### config.mk
export PLATFORM = sky130hd
export DESIGN_NAME = fdmd_div
export DESIGN_NICKNAME = d
export VERILOG_FILES = /design/src/rtl/core/fdmd_pkg.sv /design/src/rtl/core/fdmd_div.sv
export SDC_FILE = /design/constraint.sdc
export NUM_CORES = 1
export LEC_CHECK = 0
export BUFFER_PORTS_ARGS = -buffer_cell sky130_fd_sc_hd__buf_2
export CELL_PAD_IN_SITES_DETAIL_PLACEMENT = 1
export CELL_PAD_IN_SITES_GLOBAL_PLACEMENT = 2
export CORE_UTILIZATION = 34
export CTS_BUF_LIST = sky130_fd_sc_hd__clkbuf_8
export DETAILED_ROUTE_END_ITERATION = 8
export PLACE_DENSITY_LB_ADDON = 0.12
export RECOVER_POWER = 100
export REMOVE_ABC_BUFFERS = 1
export SYNTH_ARGS = -nofsm -noshare
export SYNTH_HDL_FRONTEND = slang
export SYNTH_SLANG_ARGS = --single-unit
### constraint.sdc
create_clock -name clk -period 2.6 [get_ports clk]
set_input_delay 0.26 -clock clk [delete_from_list [all_inputs] [get_ports clk]]
set_output_delay 0.26 -clock clk [all_outputs]
set_load 0.005 [all_outputs]
### src/rtl/core/fdmd_pkg.sv
// Shared types and constants of the frame difference motion detector.
package fdmd_pkg;

  // Field and counter widths.
  localparam int DIM_W      = 12;
  localparam int PIX_W      = 8;
  localparam int SQ_W       = 2 * PIX_W;
  localparam int ENERGY_W   = 48;
  localparam int RSUM_W     = 32;
  localparam int FLAGS_W    = 64;
  localparam int RCNT_W     = 7;
  localparam int RECT_NUM_W = RCNT_W + DIM_W;
  localparam int AREA_W     = 2 * DIM_W;

  // Rectangle counters stop at this value.
  localparam logic [RCNT_W-1:0] RCNT_MAX = 7'd127;

  // Energy history ring.
  localparam int HIST_DEPTH = 16;
  localparam int HIST_AW    = $clog2(HIST_DEPTH);
  localparam int HIST_SUM_W = ENERGY_W + HIST_AW;

  // Configuration register indexes.
  localparam int CFG_IDX_W = 3;
  localparam logic [CFG_IDX_W-1:0] REG_IMAGE_WIDTH  = 3'd0;
  localparam logic [CFG_IDX_W-1:0] REG_IMAGE_HEIGHT = 3'd1;
  localparam logic [CFG_IDX_W-1:0] REG_RECT_WIDTH   = 3'd2;
  localparam logic [CFG_IDX_W-1:0] REG_RECT_HEIGHT  = 3'd3;
  localparam logic [CFG_IDX_W-1:0] REG_DIFF_FLOOR   = 3'd4;

  // Register values after reset.
  localparam logic [DIM_W-1:0] IMAGE_WIDTH_RST  = 12'd640;
  localparam logic [DIM_W-1:0] IMAGE_HEIGHT_RST = 12'd480;
  localparam logic [DIM_W-1:0] RECT_WIDTH_RST   = 12'd80;
  localparam logic [DIM_W-1:0] RECT_HEIGHT_RST  = 12'd60;
  localparam logic [PIX_W-1:0] DIFF_FLOOR_RST   = 8'd40;

  // Control sequence of the top level.
  typedef enum logic [3:0] {
    ST_DIV,
    ST_PREP_MUL,
    ST_PREP_SET,
    ST_RUN,
    ST_WAIT,
    ST_MIN,
    ST_FLAG,
    ST_HIST,
    ST_EMIT
  } state_t;

  // Position of the current pixel as seen by the raster counters.
  typedef struct packed {
    logic                  frame_end;
    logic                  in_grid;
    logic [RECT_NUM_W-1:0] rect_num;
  } raster_pos_t;

endpackage

### src/rtl/core/fdmd_div.sv
// Restoring divider for image dimensions, one quotient bit per cycle.
module fdmd_div (
  input  logic                       clk,
  input  logic                       rst,
  input  logic                       start,
  input  logic [fdmd_pkg::DIM_W-1:0] dividend,
  input  logic [fdmd_pkg::DIM_W-1:0] divisor,
  output logic                       busy,
  output logic [fdmd_pkg::DIM_W-1:0] quotient
);

  localparam int CNT_W = $clog2(fdmd_pkg::DIM_W + 1);

  logic [fdmd_pkg::DIM_W-1:0] rem;
  logic [fdmd_pkg::DIM_W-1:0] quo;
  logic [CNT_W-1:0]           count;
  logic [fdmd_pkg::DIM_W:0]   trial;
  logic                       fits;

  // Shift in the next dividend bit and try to subtract the divisor.
  assign trial    = {rem, quo[fdmd_pkg::DIM_W-1]};
  assign fits     = trial >= {1'b0, divisor};
  assign quotient = quo;

  // Control: busy until every quotient bit has been produced.
  always_ff @(posedge clk) begin
    if (rst) begin
      busy  <= 1'b0;
      count <= '0;
    end else if (start) begin
      busy  <= 1'b1;
      count <= CNT_W'(fdmd_pkg::DIM_W);
    end else if (busy) begin
      count <= count - CNT_W'(1);
      if (count == CNT_W'(1)) begin
        busy <= 1'b0;
      end
    end
  end

  // Datapath: partial remainder and quotient shift register.
  always_ff @(posedge clk) begin
    if (start) begin
      rem <= '0;
      quo <= dividend;
    end else if (busy) begin
      rem <= fits ? fdmd_pkg::DIM_W'(trial - {1'b0, divisor}) : trial[fdmd_pkg::DIM_W-1:0];
      quo <= {quo[fdmd_pkg::DIM_W-2:0], fits};
    end
  end

endmodule

# After elaboration in Yosys (flattened, before gate mapping)
# Index checks and enable logic that the tools add are counted.
# Widths: inputs -> output; s select.
[op_classes]
n_addsub = 2
order_cmp = 1
n_eq_ne = 1
n_mux = 8
reduce_logical = 2
[op_table]
columns = ["op", "count"]
rows = [
  ["$mux 12", 3],
  ["$ge 13x12->1", 1],
  ["$sub 12x12->12", 1],
  ["$mux 4", 2],
  ["$eq 4x1->1 const B", 1],
  ["$sub 4x1->4 const B", 1],
  ["$mux 1", 3],
  ["$reduce_bool 2->1", 1],
  ["$reduce_or 2->1", 1],
]
[totals]
reg_bits = 29
output_inout_bits = 13
word_cells = 19

# Depth between registers and ports, before layout
[logic_depth]
word_depth = 4
mapped_depth = 9

# Worst setup path after synthesis
# Ideal clock, no wire load.
[synth_timing]
path_kind = "flip-flop to flip-flop"
startpoint = "register rem[6] in the netlist's numbering"
endpoint = "register quo, in the netlist quotient[0], data pin"
arrival_time_ns = 1.893
required_time_ns = 2.340
path_slack_ns = 0.448
stages_incl_launch_ff = 7
path_cell_list = "dfxtp_1 ha_1 and2_1 a221o_1 a41oi_2 nand2_1 mux2_2"
[synth_between]
elab_chain_len = 3
[synth_lines]
columns = ["element", "line_no", "source"]
rows = [
  ["start, declared", "fdmd_div.sv:14", "logic [fdmd_pkg::DIM_W-1:0] rem;"],
  ["start signal, assigned", "fdmd_div.sv:47", "rem <= fits ? fdmd_pkg::DIM_W'(trial - {1'b0, divisor}) : trial[fdmd_pkg::DIM_W-1:0];"],
  ["$ge 13x12->1", "fdmd_div.sv:22", "assign fits = trial >= {1'b0, divisor};"],
  ["$mux 12", "fdmd_div.sv:46", "end else if (busy) begin"],
  ["$mux 12", "fdmd_div.sv:43", "if (start) begin"],
  ["end signal, assigned", "fdmd_div.sv:45", "quo <= dividend;"],
  ["end signal, assigned", "fdmd_div.sv:48", "quo <= {quo[fdmd_pkg::DIM_W-2:0], fits};"],
  ["end, declared", "fdmd_div.sv:15", "logic [fdmd_pkg::DIM_W-1:0] quo;"],
]
# Every way passes these cells. The select of a mux whose other input is x is not followed.
# A chain may end at the register's enable or synchronous reset.

# Worst setup path after layout
[layout_timing]
startpoint = "register rem[5] in the netlist's numbering"
endpoint = "register rem[2] in the netlist's numbering"
[layout_between]
elab_chain_len = 2
[layout_lines]
columns = ["element", "line_no"]
rows = [
  ["$ge 13x12->1", "fdmd_div.sv:22"],
  ["$mux 12", "fdmd_div.sv:47"],
]
# Every way passes these cells.

==> summary.md <==
| Metric | Value |
|---|---|
| CP endpoint kind | flip-flop |
| Fillers | 631 |
| Setup crit start kind | flip-flop |
| GRT Overall Usage | 17.9% |
| Initial antenna violation count | 0 |
| Hold Crit Depth | 2 |
| Die height | 76.7 um |
| Fin area | 2250 um2 |
| Reg clk slew, reported paths | 80 ps |
| Clk_lat worst skew | 280 ps |
| Largest net degree at the start of global routing | 28 |
| Pwr Density | 581 nW/um2 |
| Min cycle time layout | 2380 ps |
| GPL Wtd Cong | 0.811 |
| Post-CTS Setup Inserts | 0 |
| Leakage power | 0.976 nW |
| Yosys Warn Count | 0 |
| Hpwl dp | 3780 um |
| Mapped cell area | 1900 um2 |
| Relative slew slack | 6.99% |
| Final Hold Slack | 213 ps |
| Critical path peak fanout | 7 |
| Seq cells post-synth | 29 |
| Worst R2R Start | rem[5]$_SDFFE_PP0P_ |
| Register area share after synthesis | 36.9% |
| Crit path kind | flip-flop to flip-flop |
| First-pass DRT Iterations | 4 |
| Clock sink total | 29 |
| Core box area | 5240 um2 |
| Via count | 1664 |
| Avg Cell Area, Syn | 9.44 um2 |
| CTS Buf Count | 5 |
| Post-route ant nets | 0 |
| Site Rows | 26 |
| Setup_tns | 0 ps |
| Synth cell types | 45 |
| GR Overflow Total | 0 |
| Arrival time at the worst endpoint | 2560 ps |
| Worst-Margin Slew | 1400 ps |
| Post-synth ARST share | 0% |
| # nets final | 288 |
| Via/cell ratio | 5.25 |
| Achievable Freq | 420 MHz |
| Number of synthesized flops with an enable pin | 12 |
| Final core occ | 43.0% |
| First-pass GRT wire length | 8410 um |
| Worst Skew | 11.1 ps |
| CTS tree | yes |
| Vias in the first global route | 1729 |
| WP data required | 2780 ps |
| Clock Root Buffer | clkbuf_8 |
| Residual DRC | 0 |
| Worst hold start | rst |
| Post-Synthesis Cells | 201 |
| Worst Hold End | busy$_SDFF_PP0_ |
| Fin crit share | 91.5% |
| Ys flop type | dfxtp_1 |
| Final setup violation count | 0 |
| Post-cts resize count | 0 |
| CTS H-Tree Depth | 2 |
| Total I/O pin count | 40 |
| Die Wd | 76.7 um |
| Final hold violation count | 0 |
| PortBufs | 39 |
| WL final | 4960 um |
| Share of cells above drive strength 1 | 25.9% |
| R2R cell count | 8 |
| Hold Crit Class | input pin to flip-flop |
| Most frequent cells in the layout | buf_2 (32), nor2_1 (19), nand2_1 (19) |
| Clk buf depth | 2 |
| Most common cell after layout, fill and taps aside | buf_2 |
| Max Cap Violations | 0 |
| Routed wire per std cell | 15.7 um |
| Multi-input gate area | 1100 um2 |
| Area after DPL | 2190 um2 |
| RSZ-0062 raised after global routing | false |
| R2R setup slack | 220 ps |
| Hold-fix buffers at CTS | 0 |
| ANT cells | 0 |
| Status | completed |
| Storage cell area | 701 um2 |
| Syn-to-layout area delta | 18.9% |
| Worst R2R End | rem[2]$_SDFFE_PP0P_ |
| Drt initial violations | 69 |
| Initial core utilization | 36.2% |
| Power, Total | 1.31 mW |
| Die ar. | 5880 um2 |
| Peak supply drop | 0.000253 V |
| Max Slew Vio Count | 0 |
[final cells by class]
cell class,count,share of cell area (%)
timing repair buffer,45,9.93
clock inverter,3,0.777
multi-input combinational,149,48.6
tap,70,3.88
clock buffer,5,3.05
sequential,29,31.1
inverter,16,2.66
[synthesized netlist by cell type, drive strengths merged, types with 2 or more instances]
master / n / area (um2)
o21a: 2 / 15.0
xnor2: 6 / 52.6
inv: 16 / 60.1
o21ai: 7 / 35.0
a21oi: 12 / 60.1
dfxtp: 17 / 340
or2: 2 / 12.5
edfxtp: 12 / 360
clkbuf: 2 / 7.51
nor3: 2 / 10.0
nor2: 19 / 71.3
or3: 3 / 18.8
a31o: 2 / 17.5
nand3: 4 / 20.0
a311oi: 7 / 86.3
nand2: 19 / 71.3
nor3b: 3 / 22.5
xor2: 4 / 35.0
buf: 5 / 26.3
a21o: 4 / 30.0
a31oi: 2 / 12.5
nor2b: 2 / 12.5
ha: 14 / 175
and2: 2 / 12.5
o41ai: 2 / 17.5
a211oi: 2 / 15.0
mux2: 12 / 135
a41oi: 3 / 33.8
[how the worst max path moves through the flow]
stage / to / slack [ps] / start / cells past startpoint
global route: rem[2]$_SDFFE_PP0P_ / 60 / rem[5]$_SDFFE_PP0P_ / 8
global placement: quotient[0]$_DFFE_PP_ / 320 / divisor[7] / 8
finish: rem[2]$_SDFFE_PP0P_ / 220 / rem[5]$_SDFFE_PP0P_ / 8
CTS: quotient[0]$_DFFE_PP_ / 250 / rem[5]$_SDFFE_PP0P_ / 6
detailed placement: quotient[0]$_DFFE_PP_ / 230 / divisor[6] / 8
floorplan: quotient[0]$_DFFE_PP_ / 450 / rem[6]$_SDFFE_PP0P_ / 6
[state kept, by name (all words and copies together), names as in the netlist]
register / flops
quotient: 12
rem: 12
count: 4
busy: 1
[where the power goes]
part / switching, mW / leakage, nW / internal [mW]
Sequential: 0.0338 / 0.261 / 0.524
Combinational: 0.205 / 0.671 / 0.169
Clock: 0.192 / 0.0439 / 0.185
[per-stage QoR]
stage          setup slack (ps)  instances
2_1_floorplan               448        194
3_3_place_gp                317        309
3_5_place_dp                226        309
4_1_cts                     254        317
5_1_grt                    64.0        317
6_report                    220        317
[layer usage]
layer  track usage [%]  wire length (um)  up-vias  part of all wire (%)
li1                  -                 -      824                     -
met1              22.8              2350      810                    47
met2              30.9              2460       26                    49
met3              3.81               121        4                   2.4
met4              4.04                33        0                  0.66
met5                 0                 0        -                     0
[kinds of logic after synthesis]
| family | Yosys count | share of synthesized area, % |
|---|---|---|
| AOI/OAI and AO/OA | 52 | 21.0 |
| xor gates and xnor gates | 10 | 4.62 |
| adders and majority gates | 15 | 10.3 |
| buffers and inverters | 23 | 4.95 |
| DFF | 29 | 36.9 |
| muxes | 13 | 7.65 |
| and+or+nand+nor | 59 | 14.5 |
[worst max-delay path: stages, from the launching register on]
cell      delay (ps)
dfxtp_1          340
ha_1             370
a21o_1           220
a221o_1          370
a41oi_2          260
and2_0           170
clkbuf_2         200
nand2_1           70
a311oi_1         270
No activity file was read; power rests on OpenSTA's default activity.
