===== config.mk =====
export PLATFORM = sky130hd
export DESIGN_NAME = fdmd_raster
export DESIGN_NICKNAME = d
export VERILOG_FILES = /design/src/rtl/core/fdmd_pkg.sv /design/src/rtl/core/fdmd_raster.sv
export SDC_FILE = /design/constraint.sdc
export NUM_CORES = 1
export LEC_CHECK = 0
export BUFFER_PORTS_ARGS = -buffer_cell sky130_fd_sc_hd__buf_2
export CAP_MARGIN = 20
export CORE_UTILIZATION = 45
export DETAILED_ROUTE_END_ITERATION = 8
export PLACE_DENSITY = 0.76
export SLEW_MARGIN = 40
export SYNTH_ARGS = -nofsm -noshare
export SYNTH_HDL_FRONTEND = slang
export SYNTH_SLANG_ARGS = --single-unit

===== constraint.sdc =====
create_clock -name clk -period 13.5 [get_ports clk]
set_input_delay 3.375 -clock clk [delete_from_list [all_inputs] [get_ports clk]]
set_output_delay 3.375 -clock clk [all_outputs]
set_load 0.03 [all_outputs]

===== src/rtl/core/fdmd_pkg.sv =====
// Shared types and constants of the frame difference motion detector.
package fdmd_pkg;

  // Field and counter widths.
  localparam int DIM_W      = 12;
  localparam int PIX_W      = 8;
  localparam int SQ_W       = 2 * PIX_W;
  localparam int ENERGY_W   = 48;
  localparam int RSUM_W     = 32;
  localparam int FLAGS_W    = 64;
  localparam int RCNT_W     = 7;
  localparam int RECT_NUM_W = RCNT_W + DIM_W;
  localparam int AREA_W     = 2 * DIM_W;

  // Rectangle counters stop at this value.
  localparam logic [RCNT_W-1:0] RCNT_MAX = 7'd127;

  // Energy history ring.
  localparam int HIST_DEPTH = 16;
  localparam int HIST_AW    = $clog2(HIST_DEPTH);
  localparam int HIST_SUM_W = ENERGY_W + HIST_AW;

  // Configuration register indexes.
  localparam int CFG_IDX_W = 3;
  localparam logic [CFG_IDX_W-1:0] REG_IMAGE_WIDTH  = 3'd0;
  localparam logic [CFG_IDX_W-1:0] REG_IMAGE_HEIGHT = 3'd1;
  localparam logic [CFG_IDX_W-1:0] REG_RECT_WIDTH   = 3'd2;
  localparam logic [CFG_IDX_W-1:0] REG_RECT_HEIGHT  = 3'd3;
  localparam logic [CFG_IDX_W-1:0] REG_DIFF_FLOOR   = 3'd4;

  // Register values after reset.
  localparam logic [DIM_W-1:0] IMAGE_WIDTH_RST  = 12'd640;
  localparam logic [DIM_W-1:0] IMAGE_HEIGHT_RST = 12'd480;
  localparam logic [DIM_W-1:0] RECT_WIDTH_RST   = 12'd80;
  localparam logic [DIM_W-1:0] RECT_HEIGHT_RST  = 12'd60;
  localparam logic [PIX_W-1:0] DIFF_FLOOR_RST   = 8'd40;

  // Control sequence of the top level.
  typedef enum logic [3:0] {
    ST_DIV,
    ST_PREP_MUL,
    ST_PREP_SET,
    ST_RUN,
    ST_WAIT,
    ST_MIN,
    ST_FLAG,
    ST_HIST,
    ST_EMIT
  } state_t;

  // Position of the current pixel as seen by the raster counters.
  typedef struct packed {
    logic                  frame_end;
    logic                  in_grid;
    logic [RECT_NUM_W-1:0] rect_num;
  } raster_pos_t;

endpackage


===== src/rtl/core/fdmd_raster.sv =====
// Raster position counters: pixel, row and motion rectangle coordinates.
module fdmd_raster (
  input  logic                       clk,
  input  logic                       rst,
  input  logic                       step,
  input  logic [fdmd_pkg::DIM_W-1:0] img_w,
  input  logic [fdmd_pkg::DIM_W-1:0] img_h,
  input  logic [fdmd_pkg::DIM_W-1:0] rect_w,
  input  logic [fdmd_pkg::DIM_W-1:0] rect_h,
  input  logic [fdmd_pkg::DIM_W-1:0] across,
  input  logic [fdmd_pkg::DIM_W-1:0] down,
  output fdmd_pkg::raster_pos_t      pos
);

  logic [fdmd_pkg::DIM_W-1:0]      pixel_column;
  logic [fdmd_pkg::DIM_W-1:0]      pixel_row;
  logic [fdmd_pkg::DIM_W-1:0]      column_in_rect;
  logic [fdmd_pkg::DIM_W-1:0]      row_in_rect;
  logic [fdmd_pkg::RCNT_W-1:0]     rect_column;
  logic [fdmd_pkg::RCNT_W-1:0]     rect_row;
  logic                            row_end;
  logic                            col_wrap;
  logic                            row_wrap;
  logic [fdmd_pkg::RECT_NUM_W-1:0] row_base;

  // End of row, end of frame and end of rectangle decisions.
  assign row_end  = ({1'b0, pixel_column} + 13'd1) >= {1'b0, img_w};
  assign col_wrap = ({1'b0, column_in_rect} + 13'd1) >= {1'b0, rect_w};
  assign row_wrap = ({1'b0, row_in_rect} + 13'd1) >= {1'b0, rect_h};

  // Rectangle number, counted row by row.
  assign row_base = fdmd_pkg::RECT_NUM_W'({{fdmd_pkg::DIM_W{1'b0}}, rect_row}
                    * {{fdmd_pkg::RCNT_W{1'b0}}, across});

  always_comb begin
    pos.frame_end = row_end && (({1'b0, pixel_row} + 13'd1) >= {1'b0, img_h});
    pos.in_grid   = ({5'b0, rect_column} < across) && ({5'b0, rect_row} < down);
    pos.rect_num  = row_base + fdmd_pkg::RECT_NUM_W'(rect_column);
  end

  // Counter updates on every accepted pixel.
  always_ff @(posedge clk) begin
    if (rst) begin
      pixel_column   <= '0;
      pixel_row      <= '0;
      column_in_rect <= '0;
      row_in_rect    <= '0;
      rect_column    <= '0;
      rect_row       <= '0;
    end else if (step) begin
      if (pos.frame_end) begin
        pixel_column   <= '0;
        pixel_row      <= '0;
        column_in_rect <= '0;
        row_in_rect    <= '0;
        rect_column    <= '0;
        rect_row       <= '0;
      end else if (row_end) begin
        pixel_column   <= '0;
        column_in_rect <= '0;
        rect_column    <= '0;
        pixel_row      <= pixel_row + fdmd_pkg::DIM_W'(1);
        if (row_wrap) begin
          row_in_rect <= '0;
          if (rect_row < fdmd_pkg::RCNT_MAX) begin
            rect_row <= rect_row + fdmd_pkg::RCNT_W'(1);
          end
        end else begin
          row_in_rect <= row_in_rect + fdmd_pkg::DIM_W'(1);
        end
      end else begin
        pixel_column <= pixel_column + fdmd_pkg::DIM_W'(1);
        if (col_wrap) begin
          column_in_rect <= '0;
          if (rect_column < fdmd_pkg::RCNT_MAX) begin
            rect_column <= rect_column + fdmd_pkg::RCNT_W'(1);
          end
        end else begin
          column_in_rect <= column_in_rect + fdmd_pkg::DIM_W'(1);
        end
      end
    end
  end

endmodule


Yosys cells after proc, flatten, opt, wreduce, memory -nomap -nowiden
Cells that the tools add are included.
{"block": "classes", "addsub": 11, "multipliers": 1, "magnitude_cmp": 8, "n_mux": 18, "n_reduce_logical": 10}
{"op": "$mux W12", "n": 10}
{"op": "$mux W7", "n": 8}
{"op": "$add A12 B1 Y13 const B", "n": 4}
{"op": "$ge A13 B12 Y1", "n": 4}
{"op": "$add A12 B1 Y12 const B", "n": 4}
{"op": "$lt A7 B12 Y1", "n": 2}
{"op": "$add A19 B7 Y19", "n": 1}
{"op": "$mul A7 B12 Y19", "n": 1}
{"op": "$add A7 B1 Y7 const B", "n": 2}
{"op": "$lt A7 B7 Y1 const B", "n": 2}
{"op": "$reduce_bool A2 Y1", "n": 3}
{"op": "$reduce_bool A3 Y1", "n": 2}
{"op": "$reduce_and A4 Y1", "n": 1}
{"op": "$reduce_and A3 Y1", "n": 1}
{"op": "$logic_and A1 B1 Y1", "n": 2}
{"op": "$reduce_and A2 Y1", "n": 1}
{"block": "word_totals", "ff_bits": 62, "in_bits": 75, "output_inout_bits": 21, "wordCells": 54}

Logic depth before layout (Yosys ltp)
{"block": "depth", "ltp_word": 5, "ltp_mapped": 19, "ltp_nobuf": 18}

Worst setup path before layout
OpenSTA, ideal clock, no wires.
{"block": "synth_timing", "path_type": "input port to output port", "startpoint": "input across[3] (netlist bit)", "endpoint": "output pos[18] (netlist bit)", "arrival_ns": 7.791, "t_required_ns": 10.125, "setup_slack_ns": 2.334, "stages": 18, "n_path_buf": 0, "path_cell_list": "and2_1 > fa_1 > inv_1 > fa_1 > inv_1 > fa_1 > inv_1 > fa_1 > inv_1 > ha_1 > and2_1 > o21ai_0 > a31oi_1 > a41o_1 > o41a_1 > a21oi_1 > o21ba_2 > xnor2_1"}
{"element": "start, declared", "line_no": "fdmd_raster.sv:10", "text": "input logic [fdmd_pkg::DIM_W-1:0] across,"}
{"element": "end, declared", "line_no": "fdmd_raster.sv:12", "text": "output fdmd_pkg::raster_pos_t pos"}

==> impl_metrics.csv <==
group,metric,value,unit
status,status,"finished clean",
sta,setup_violations,0,
setup_path,timing.rr.start,"pixel_column[0]",
floorplan,num_rows,47,
cells_and_area,area_growth,11.2,%
detailed_routing,ant_nets,0,
yosys,synthAdderAreaFrac,32.3,%
cells_and_area,final_common_cell,"inv_1",
power_and_ir_drop,leakagePower,0.00453,uW
floorplan,core-area,16700,um2
yosys,synth.area.top_cells,"ha_1, dfxtp_1, fa_1",
clocking,cts_root_buffer,"clkbuf_16",
setup_path,worstPathArrival,8.29,ns
cells_and_area,final_cell_mix,"inv_1, ha_1, buf_2",
grt,antenna_found_initial,0,
setup_path,worstPathMaxFanout,8,
detailed_routing,drtIter0Drc,176,
yosys,syn-cell-area,7740,um2
grt,overflow,0,
clocking,clock_latency,0.32,ns
cells_and_area,final_area,8610,um2
cells_and_area,n_fill_cell,1616,
power_and_ir_drop,p_per_area,51.0,nW/um2
sta,min_period,11.67,ns
floorplan,die_area,17700,um2
detailed_routing,vias,6567,
setup_path,startpoint_type,"primary input",
yosys,synth_xor_xnor_area_share,6.34,%
yosys,synth_simple_gate_area_share,20.7,%
yosys,synth_cell_type_count,68,
grt,grt_max_degree,40,
sta,worst_clock_skew,0.00522,ns
sta,tns,0,ns
yosys,avgSynthCellArea,8.29,um2
place,io_buffer_count,95,
setup_path,path_class,"in2out",
grt,gr-usage-all-layers,20.1,%
power_and_ir_drop,peakVddDrop,0.0000420,V
yosys,syn_inst,934,
clocking,htreeDepth,3,
setup_path,crit_start,"across[3]",
yosys,synth_top_area_share,17.8,%
worst_hold_path,min-delay-start,"row_in_rect[5]",
clocking,clkSlewWorstSetupHoldPaths,0.05,ns
detailed_routing,drt-pass1-iter-count,5,
clocking,cts-hold-fix-buffers,0,
sta,finalCritPeriodShare,86.4,%
worst_hold_path,hp-class,"reg2reg",
setup_path,endpoint_kind,"output pin",
detailed_routing,wl_per_cell,13.9,um
detailed_routing,drc,0,
cells_and_area,n_antenna_cell,0,
yosys,synth_top_family_by_area,"adder cells",
floorplan,ios,96,
place,gp_congestion,0.780,
clocking,cts_buffer_depth,2,
cells_and_area,fin_nets,1253,
yosys,synth_compound_area_share,15.0,%
yosys,syn_nets,1175,
clocking,cts_setup_buffers,0,
yosys,synth_area_leader_cell,"ha_1",
sta,hold_viol,0,
clocking,cts_buffers,9,
floorplan,dieHeight,133,um
grt,grt_first_pass_wirelength,29.5,mm
yosys,ys_seq_area_share,16.0,%
yosys,ys_warn_count,0,
setup_path,cp.required,10.12,ns
clocking,cts_tree,"yes",
yosys,synth_mux_area_share,0.259,%
detailed_routing,via_per_inst,5.32,
floorplan,start_util,46.4,%
yosys,ys.flop_type,"dfxtp_1",
yosys,async_reset_ff_share,0,%
sta,relSlewSlack,44.0,%
clocking,ctsResizeCount,0,
detailed_routing,wl,17.1,mm
yosys,ys_ff_latch,62,
place,place_hpwl,13.3,mm
floorplan,die_x,133,um
job,cap_violations,0,
place,place_area,8330,um2
sta,timing.fmax,85.7,MHz
sta,slew_violations,0,
yosys,synth-edff-count,0,
sta,rsz0062_at_grt,"no",
sta,tightest_slew,0.835,ns
clocking,clock-sinks,62,
cells_and_area,layout-drive-gt1-share,13.1,%
grt,grt_pass1_vias,6491,
[worst paths after layout]
kind                          to  slack (ns)  cells past startpoint
hold / removal    row_in_rect[5]        0.46                      1
hold reg to reg   row_in_rect[5]        0.46                      1
setup reg to reg     rect_row[3]        9.39                     13
setup / recovery         pos[17]        1.83                     20
[power breakdown]
group          switching (uW)  internal, uW
clock network            75.3           137
logic                    23.7          17.6
registers                1.30           184
[cell families (layout without fill, tap and decap cells)]
kind of cell,count (synthesis),after routing
muxes,2,2
xor gates and xnor gates,56,56
buffers and inverters,178,259
AOI/OAI and AO/OA,172,172
adders and majority gates,166,166
and+or+nand+nor,298,298
DFF,62,62
[layout make-up]
| cell class | count | area (um2) | area share, % |
|---|---|---|---|
| multi-input cells | 694 | 5780 | 67.1 |
| flip-flops and latches | 62 | 1240 | 14.4 |
| inverters | 150 | 563 | 6.54 |
| repair buffers | 95 | 475 | 5.52 |
| well taps | 220 | 275 | 3.20 |
| clock buffers | 13 | 270 | 3.14 |
| clock inverters | 1 | 5.00 | 0.0581 |
[metal layers]
| layer | vias up | wire length (um) | track usage (%) | share of wire, % |
|---|---|---|---|---|
| met3 | 28 | 457 | 1.71 | 2.7 |
| met5 | - | 0 | 0 | 0 |
| met4 | 0 | 328 | 5.49 | 1.9 |
| met1 | 3120 | 8090 | 26.2 | 47 |
| li1 | 3295 | - | - | - |
| met2 | 124 | 8250 | 35.6 | 48 |
[registers in the layout, indices dropped and copies added, names as in the netlist]
signal          count
row_in_rect        12
pixel_column       12
rect_row            7
rect_column         7
pixel_row          12
column_in_rect     12
[metrics by stage]
step | hold slack (ns) | setup WS (ns) | instances | utilization (%) | power, uW
2_1_floorplan | 0.442 | 2.33 | 934 | - | 211
3_3_place_gp | 0.452 | 1.96 | 1221 | 49.9 | 230
3_5_place_dp | 0.454 | 1.81 | 1221 | 49.9 | 231
4_1_cts | 0.466 | 1.80 | 1235 | 51.5 | 444
5_1_grt | 0.500 | 1.49 | 1235 | 51.5 | 459
6_report | 0.464 | 1.83 | 1235 | 51.5 | 439
[cells in the mapped netlist (all sizes together), types with 9 or more instances]
cell	count
o31ai	9
dfxtp	62
xnor2	33
xor2	23
a22oi	12
nor2	53
ha	110
fa	56
nor3	12
a21oi	46
o211ai	9
and2	67
nand2	69
and3	10
a21o	16
nand4	15
o21ai	33
inv	150
nand3b	11
clkbuf	19
nand3	30
[critical path: stages]
cell and delay [ns]:
buf_2 0.15, and2_1 0.19, fa_1 0.54, inv_1 0.05
fa_1 0.47, inv_1 0.06, fa_1 0.53, inv_1 0.05
fa_1 0.52, inv_1 0.04, ha_1 0.36, nand3_1 0.11
o211ai_1 0.11, o211ai_1 0.32, o21ai_0 0.26, o41ai_1 0.50
o21bai_1 0.10, a21oi_1 0.18, xnor2_1 0.14, buf_2 0.22
Power figures use the tool's default switching activity.
